File: config.mk
export PLATFORM = sky130hd
export DESIGN_NAME = signed_binary_to_decimal_digits_core
export DESIGN_NICKNAME = d
export VERILOG_FILES = /design/src/rtl/core/sb2d_pkg.sv /design/src/rtl/core/sb2d_cell.sv /design/src/rtl/core/sb2d_serializer.sv /design/src/rtl/core/signed_binary_to_decimal_digits_core.sv
export SDC_FILE = /design/constraint.sdc
export NUM_CORES = 1
export LEC_CHECK = 0
export ABC_AREA = 0
export BUFFER_PORTS_ARGS = -buffer_cell sky130_fd_sc_hd__buf_2
export CORE_ASPECT_RATIO = 0.7
export CORE_MARGIN = 8
export CORE_UTILIZATION = 45
export DETAILED_ROUTE_END_ITERATION = 10
export SLEW_MARGIN = 25
export SYNTH_ARGS = -nofsm -noshare
export SYNTH_HDL_FRONTEND = slang
export SYNTH_SLANG_ARGS = --single-unit
File: constraint.sdc
create_clock -name clk -period 10.1 [get_ports clk]
set_clock_uncertainty 0.1 [all_clocks]
set_input_delay 0.505 -clock clk [delete_from_list [all_inputs] [get_ports clk]]
set_output_delay 0.505 -clock clk [all_outputs]
set_load 0.05 [all_outputs]
File: src/rtl/core/sb2d_pkg.sv
// Shared types, symbol codes and place-value constants for the signed
// binary to decimal digit converter. No dependencies.
package sb2d_pkg;

    localparam int unsigned NUM_PLACES = 10;
    localparam int unsigned IDX_W      = 4;
    localparam int unsigned MAG_W      = 32;
    localparam int unsigned PROD_W     = 36;
    localparam int unsigned RADIX      = 10;

    localparam logic [7:0] SYM_MINUS = 8'hCC;
    localparam logic [7:0] SYM_END   = 8'hFF;

    localparam logic [IDX_W-1:0] LAST_IDX = IDX_W'(NUM_PLACES - 1);

    typedef struct packed {
        logic [MAG_W-1:0]                  rem;
        logic [NUM_PLACES-1:0][3:0]        digits;
        logic                              neg;
        logic                              pad;
        logic                              seen;
        logic [IDX_W-1:0]                  start;
    } sb2d_word_t;

    // Place value 10^(9-k), index 0 is the most significant place.
    function automatic logic [MAG_W-1:0] place_value(input int unsigned k);
        logic [MAG_W-1:0] p;
        case (k)
            0:       p = 32'd1000000000;
            1:       p = 32'd100000000;
            2:       p = 32'd10000000;
            3:       p = 32'd1000000;
            4:       p = 32'd100000;
            5:       p = 32'd10000;
            6:       p = 32'd1000;
            7:       p = 32'd100;
            8:       p = 32'd10;
            default: p = 32'd1;
        endcase
        return p;
    endfunction

    function automatic logic [PROD_W-1:0] digit_mult(input int unsigned k,
                                                     input int unsigned d);
        logic [PROD_W-1:0] m;
        m = PROD_W'(place_value(k)) * PROD_W'(d);
        return m;
    endfunction

endpackage

File: src/rtl/core/sb2d_cell.sv
// One decimal place of the digit chain: extracts the digit for its place,
// passes the remainder on. Depends on sb2d_pkg.
module sb2d_cell #(
    parameter int unsigned INDEX = 0
) (
    input  logic                clk,
    input  logic                rst_n,
    input  logic                in_valid,
    output logic                in_ready,
    input  sb2d_pkg::sb2d_word_t in_word,
    output logic                out_valid,
    input  logic                out_ready,
    output sb2d_pkg::sb2d_word_t out_word
);

    logic                 valid_reg;
    sb2d_pkg::sb2d_word_t word_reg;
    sb2d_pkg::sb2d_word_t word_next;
    logic [3:0]           dig;
    logic [sb2d_pkg::PROD_W-1:0] sub;
    logic [sb2d_pkg::PROD_W-1:0] rem_wide;

    always_comb
    begin
        rem_wide = sb2d_pkg::PROD_W'(in_word.rem);
        dig      = 4'd0;
        sub      = '0;
        for (int unsigned d = 1; d < sb2d_pkg::RADIX; d++)
        begin
            if (rem_wide >= sb2d_pkg::digit_mult(INDEX, d))
            begin
                dig = 4'(d);
                sub = sb2d_pkg::digit_mult(INDEX, d);
            end
        end
        word_next            = in_word;
        word_next.rem        = sb2d_pkg::MAG_W'(rem_wide - sub);
        word_next.digits[INDEX] = dig;
        if (!in_word.seen && (dig != 4'd0 || in_word.pad ||
                              INDEX == sb2d_pkg::NUM_PLACES - 1))
        begin
            word_next.seen  = 1'b1;
            word_next.start = sb2d_pkg::IDX_W'(INDEX);
        end
    end

    assign in_ready  = !valid_reg || out_ready;
    assign out_valid = valid_reg;
    assign out_word  = word_reg;

    always_ff @(posedge clk or negedge rst_n)
    begin
        if (!rst_n)
        begin
            valid_reg <= 1'b0;
        end
        else if (in_ready)
        begin
            valid_reg <= in_valid;
        end
    end

    always_ff @(posedge clk)
    begin
        if (in_valid && in_ready)
        begin
            word_reg <= word_next;
        end
    end

endmodule

File: src/rtl/core/sb2d_serializer.sv
// Output sequencer: turns one finished digit word into its symbol run,
// one symbol per cycle while the receiver is ready. Depends on sb2d_pkg.
module sb2d_serializer (
    input  logic                 clk,
    input  logic                 rst_n,
    input  logic                 in_valid,
    output logic                 in_ready,
    input  sb2d_pkg::sb2d_word_t in_word,
    output logic                 out_valid,
    input  logic                 out_ready,
    output logic [7:0]           symbol,
    output logic                 last
);

    localparam logic [1:0] ST_IDLE  = 2'd0;
    localparam logic [1:0] ST_SIGN  = 2'd1;
    localparam logic [1:0] ST_DIGIT = 2'd2;
    localparam logic [1:0] ST_END   = 2'd3;

    logic [1:0]                           state_reg;
    logic [1:0]                           state_next;
    logic [sb2d_pkg::IDX_W-1:0]           idx_reg;
    logic [sb2d_pkg::IDX_W-1:0]           idx_next;
    logic [sb2d_pkg::NUM_PLACES-1:0][3:0] digits_reg;
    logic                                 load;

    assign in_ready  = (state_reg == ST_IDLE) || (state_reg == ST_END && out_ready);
    assign load      = in_valid && in_ready;
    assign out_valid = (state_reg != ST_IDLE);

    always_comb
    begin
        state_next = state_reg;
        idx_next   = idx_reg;
        unique case (state_reg)
            ST_IDLE:
            begin
                state_next = ST_IDLE;
            end
            ST_SIGN:
            begin
                if (out_ready)
                begin
                    state_next = ST_DIGIT;
                end
            end
            ST_DIGIT:
            begin
                if (out_ready)
                begin
                    if (idx_reg == sb2d_pkg::LAST_IDX)
                    begin
                        state_next = ST_END;
                    end
                    else
                    begin
                        idx_next = idx_reg + 1'b1;
                    end
                end
            end
            ST_END:
            begin
                if (out_ready)
                begin
                    state_next = ST_IDLE;
                end
            end
            default:
            begin
                state_next = ST_IDLE;
            end
        endcase
        if (load)
        begin
            state_next = in_word.neg ? ST_SIGN : ST_DIGIT;
            idx_next   = in_word.start;
        end
    end

    always_comb
    begin
        unique case (state_reg)
            ST_SIGN:  symbol = sb2d_pkg::SYM_MINUS;
            ST_DIGIT: symbol = {4'd0, digits_reg[idx_reg]};
            ST_END:   symbol = sb2d_pkg::SYM_END;
            default:  symbol = 8'd0;
        endcase
    end

    assign last = (state_reg == ST_END);

    always_ff @(posedge clk or negedge rst_n)
    begin
        if (!rst_n)
        begin
            state_reg <= ST_IDLE;
            idx_reg   <= '0;
        end
        else
        begin
            state_reg <= state_next;
            idx_reg   <= idx_next;
        end
    end

    always_ff @(posedge clk)
    begin
        if (load)
        begin
            digits_reg <= in_word.digits;
        end
    end

`ifndef SYNTHESIS
    a_last_is_end: assert property (@(posedge clk) disable iff (!rst_n)
        out_valid && last |-> symbol == sb2d_pkg::SYM_END)
        else $error("last flagged on a non-end symbol");

    a_digit_range: assert property (@(posedge clk) disable iff (!rst_n)
        state_reg == ST_DIGIT |-> idx_reg <= sb2d_pkg::LAST_IDX && digits_reg[idx_reg] <= 4'd9)
        else $error("digit index or value out of range");

    a_sign_then_digit: assert property (@(posedge clk) disable iff (!rst_n)
        out_valid && out_ready && state_reg == ST_SIGN |=> state_reg == ST_DIGIT)
        else $error("minus symbol not followed by a digit");

    a_no_load_mid_run: assert property (@(posedge clk) disable iff (!rst_n)
        (state_reg == ST_SIGN || state_reg == ST_DIGIT) |-> !in_ready)
        else $error("new request taken while a run is in progress");
`endif

endmodule

File: src/rtl/core/signed_binary_to_decimal_digits_core.sv
// Top level of the signed binary to decimal digit converter: a chain of
// ten digit cells followed by the symbol sequencer.
// Depends on sb2d_pkg, sb2d_cell and sb2d_serializer.
//
// Input channel (in_valid/in_ready): one request carries number, a signed
// 32-bit value, and pad_zeros. Output channel (out_valid/out_ready): one
// symbol per cycle while out_ready is high, digit values 0-9, 204 for a
// leading minus, 255 for the end marker flagged with last.
// Each request passes through ten registered cells, one per decimal place,
// that take out the place's digit and hand the remainder on; then the
// sequencer loads it into its state register and emits the run. A run has
// 2 to 12 symbols; the sequencer takes the next request only as it sends
// the end marker of the current run, and up to ten further requests wait
// in the cell chain meanwhile.
// Reset empties the chain and returns the sequencer to idle. When the
// receiver stalls, the current symbol holds and the chain fills, then
// in_ready drops.
module signed_binary_to_decimal_digits_core (
    input  logic               clk,
    input  logic               rst_n,
    input  logic               in_valid,
    output logic               in_ready,
    input  logic signed [31:0] number,
    input  logic               pad_zeros,
    output logic               out_valid,
    input  logic               out_ready,
    output logic [7:0]         symbol,
    output logic               last
);

    localparam int unsigned N = sb2d_pkg::NUM_PLACES;

    logic                 chain_valid [N+1];
    logic                 chain_ready [N+1];
    sb2d_pkg::sb2d_word_t chain_word  [N+1];
    logic [31:0]          raw;

    assign raw = $unsigned(number);

    always_comb
    begin
        chain_word[0]        = '0;
        chain_word[0].neg    = raw[31];
        chain_word[0].rem    = raw[31] ? (~raw + 32'd1) : raw;
        chain_word[0].pad    = pad_zeros;
    end

    assign chain_valid[0] = in_valid;
    assign in_ready       = chain_ready[0];

    for (genvar k = 0; k < N; k++)
    begin : g_cell
        sb2d_cell #(
            .INDEX(k)
        ) u_cell (
            .clk       (clk),
            .rst_n     (rst_n),
            .in_valid  (chain_valid[k]),
            .in_ready  (chain_ready[k]),
            .in_word   (chain_word[k]),
            .out_valid (chain_valid[k+1]),
            .out_ready (chain_ready[k+1]),
            .out_word  (chain_word[k+1])
        );
    end

    sb2d_serializer u_ser (
        .clk       (clk),
        .rst_n     (rst_n),
        .in_valid  (chain_valid[N]),
        .in_ready  (chain_ready[N]),
        .in_word   (chain_word[N]),
        .out_valid (out_valid),
        .out_ready (out_ready),
        .symbol    (symbol),
        .last      (last)
    );

endmodule

==> impl_results.md <==
- Status: complete, no violations
- Yosys Warn Count: 0
- Most frequent cells in the layout: edfxtp_1 (589), nor2_1 (230), nand2_1 (177)
- Part of the cycle the worst path needs: 0.6727
- Multiplexer share of the synthesized area: 0.007826
- DR WL/cell: 19.40 um
- Max reg flops: 550
- Share of cells above drive strength 1: 0.08410
- TNS Setup: 0 ns
- Number of global-route vias before repair: 20740
- CTS buffer count: 59
- Pre-CTS WS: 3.071 ns
- Clock transition at path regs: 0.07 ns
- FF-to-FF path depth: 16
- Worst-Skew Late Latency: 0.64 ns
- Gr ovfl total: 0
- Wirelength, routed: 72390 um
- Req. time, crit path: 10.47 ns
- Dpl cells: 3617
- Crit-path max FO: 10
- Clock buffer depth: 3
- HPWL after DPL: 53220 um
- MaxCap Viol Count: 0
- Core area: 0.06993 mm^2
- Synthesized area: 0.03182 mm^2
- Post-Synth Adder-Cell Area: 0.05545
- Hold crit path type: input port to flop
- Worst flop-to-flop path endpoint: g_cell[5].u_cell.out_word[72]
- Setup CP Type: input port to flop
- Via density: 5.787
- Post-synth net total: 2918
- First-pass GRT wire length: 116200 um
- Die area: 0.07960 mm^2
- Peak supply drop: 0.4491 mV
- CTS H-Tree Depth: 2
- Detailed router's first-iteration violation count: 2130
- Diodes inserted: 0
- Pin count of the biggest net entering global routing: 74
- P_leak: 12.27 nW
- Synth Area in XOR/XNOR: 0.05065
- Seq/Total Area, Yosys: 0.5685
- Post-layout util: 0.5016
- GRT Resource Usage Total: 0.1790
- Hold Vio Cnt, Final: 0
- Most common cell after layout, fill and taps aside: edfxtp_1
- Seq cells post-synth: 605
- Async S/R FF share, synth: 0.02645
- CTS root buffer: clkbuf_16
- Crit end category: flop
- Setup crit end: g_cell[0].u_cell.out_word[78]
- Initial core utilization: 0.4550
- Max-slew headroom: 0.3174
- Largest family of logic cells by synthesized area: simple AND/OR/NAND/NOR gates
- DRC viols: 0
- Syn_area_per_cell: 11.61 um^2
- Die height: 238.5 um
- Area grow syn2layout: 10.24%
- Fmax: 147.2 MHz
- Synth Instances: 2740
- GP Congestion: 0.8982
- Tmin final: 6.795 ns
- CP Launch Type: input port
- PwrDens: 353.6 mW/mm^2
- Vias: 21593
- Nets: 2947
- Post-DRT Antenna Nets: 0
- Initial antenna violation count: 3
- Pre-antenna DRT Iters: 5
- Synth Area in Compound Gates: 0.1356
- Input/output buffers: 47
- Resized cells post-CTS: 0
- Slew Limit Fails: 0
- Crit path launch: number[0]
- Reg2Reg Setup Slack: 3.86 ns
- Final setup fails: 0
- Final Non-Filler Cells: 3731
- R2R Path Start: g_cell[4].u_cell.out_word[64]
- CTS sink cnt: 605
- Distinct cell type count of the synthesized netlist: 97
- Worst setup margin: 3.305 ns
- Row Count: 81
- Post-synthesis simple-gate area fraction: 0.1567
- Number of synthesized flops with an enable pin: 589
- Worst EP arrival: 7.17 ns
- IO Pins: 48
- Top FF cell, synth: edfxtp_1
- Tightest Pin Transition: 1.015 ns
- Die width: 333.8 um
- Tot Pwr: 12.40 mW
- TritonCTS clock tree: done
- Unrepaired setup endpoints after global routing: no
- WHS Path Cells: 2
Yosys cell counts (6+ instances only):
cell | instances | area share
nor2b_1 | 33 | 0.0065
o21ai_0 | 127 | 0.020
clkbuf_1 | 80 | 0.0094
nand3_1 | 73 | 0.011
inv_1 | 100 | 0.012
or2_2 | 30 | 0.0059
a21boi_0 | 19 | 0.0045
a31oi_1 | 30 | 0.0059
o311ai_0 | 6 | 0.0017
nor4_1 | 53 | 0.010
nand2_1 | 177 | 0.021
o41ai_1 | 19 | 0.0052
ha_1 | 141 | 0.055
xnor2_1 | 110 | 0.030
a21o_1 | 36 | 0.0085
xor2_1 | 74 | 0.020
o2111ai_1 | 11 | 0.0030
a211o_1 | 12 | 0.0033
edfxtp_1 | 589 | 0.56
and2_1 | 38 | 0.0075
nand4_1 | 27 | 0.0053
and3_1 | 16 | 0.0031
nor3_1 | 117 | 0.018
o21bai_1 | 15 | 0.0035
a31o_2 | 7 | 0.0019
a41oi_1 | 7 | 0.0019
nand4b_1 | 8 | 0.0022
o211ai_1 | 18 | 0.0042
mux2i_1 | 8 | 0.0025
nand3b_1 | 15 | 0.0035
dfrtp_1 | 16 | 0.013
o22ai_1 | 7 | 0.0014
o21a_1 | 68 | 0.016
o31ai_1 | 31 | 0.0073
or3_1 | 40 | 0.0079
nand2b_1 | 62 | 0.012
or4_1 | 18 | 0.0042
a211oi_1 | 18 | 0.0042
nor2_1 | 230 | 0.027
mux4_2 | 7 | 0.0050
a21oi_1 | 119 | 0.019
o31a_1 | 12 | 0.0033
where the power goes:
part	internal, mW	switching, mW	total [mW]
Sequential	4.79	1.14	5.93
Combinational	1.48	2.62	4.10
Clock	1.41	0.966	2.38
Total	7.68	4.72	12.4
worst max-delay path, cell delays in order:
cell and delay (ns):
dlygate4sd3_1 0.53, buf_2 0.14, nor4_1 0.61, nand2_2 0.35, or4_1 0.60, nand3_1 0.12, nor4b_1 0.57, o311ai_2 0.19
a21boi_2 0.39, nand2_1 0.19, ha_1 0.38, o21a_1 0.24, o221a_2 0.33, a2111oi_0 0.61, o311ai_1 0.29, a31oi_1 0.41
o21ai_0 0.26, and4_1 0.26, nor3_1 0.19
worst min-delay path by stage:
stage | startpoint | end | slack [ns]
floorplan | rst_n | g_cell[0].u_cell.out_valid | 0.11
global placement | g_cell[8].u_cell.out_word[11] | g_cell[9].u_cell.out_word[11] | 0.30
detailed placement | g_cell[1].u_cell.out_word[11] | g_cell[2].u_cell.out_word[11] | 0.30
CTS | number[2] | g_cell[0].u_cell.out_word[49] | 0.13
global route | number[6] | g_cell[0].u_cell.out_word[53] | 0.16
finish | number[2] | g_cell[0].u_cell.out_word[49] | 0.19
metrics by stage:
step	hold slack [ns]	cell area, um^2
global route	0.1593	35070
detailed placement	0.3045	32910
global placement	0.3005	32890
floorplan	0.1094	31820
finish	0.1872	35070
CTS	0.1347	35070
routing by layer:
metal,vias to the layer above,GRT usage,share of wire
met5,-,0,0
met4,0,0.03709,0.016
met3,95,0.03071,0.063
met2,664,0.2532,0.40
met1,10358,0.2843,0.52
li1,10476,-,-
what timing repair did:
| item | 4_1_cts | 5_1_grt |
|---|---|---|
| hold buffers | 4 | 0 |
| endpoints found under the hold margin | 19 | 0 |
| buffers inserted | 0 | 0 |
| setup endpoints to repair | 0 | 0 |
cells by family after synthesis:
kind of cell / after synthesis
other: 2
XOR/XNOR: 184
adder cells (fa/ha/maj): 141
AO/OA/AOI/OAI: 627
buffers and inverters: 194
flip-flops: 605
multiplexers: 16
AND/OR/NAND/NOR: 971
final cells by class:
| cell class | instances | area [um^2] |
|---|---|---|
| Sequential cell | 605 | 18090 |
| Clock inverter | 47 | 633.1 |
| Clock buffer | 63 | 1491 |
| Fill cell | 6126 | 34850 |
| Multi-Input combinational cell | 1941 | 12990 |
| Tap cell | 913 | 1142 |
| Inverter | 101 | 379.1 |
| Timing Repair Buffer | 61 | 350.3 |
(Power assumes the default switching activity.)
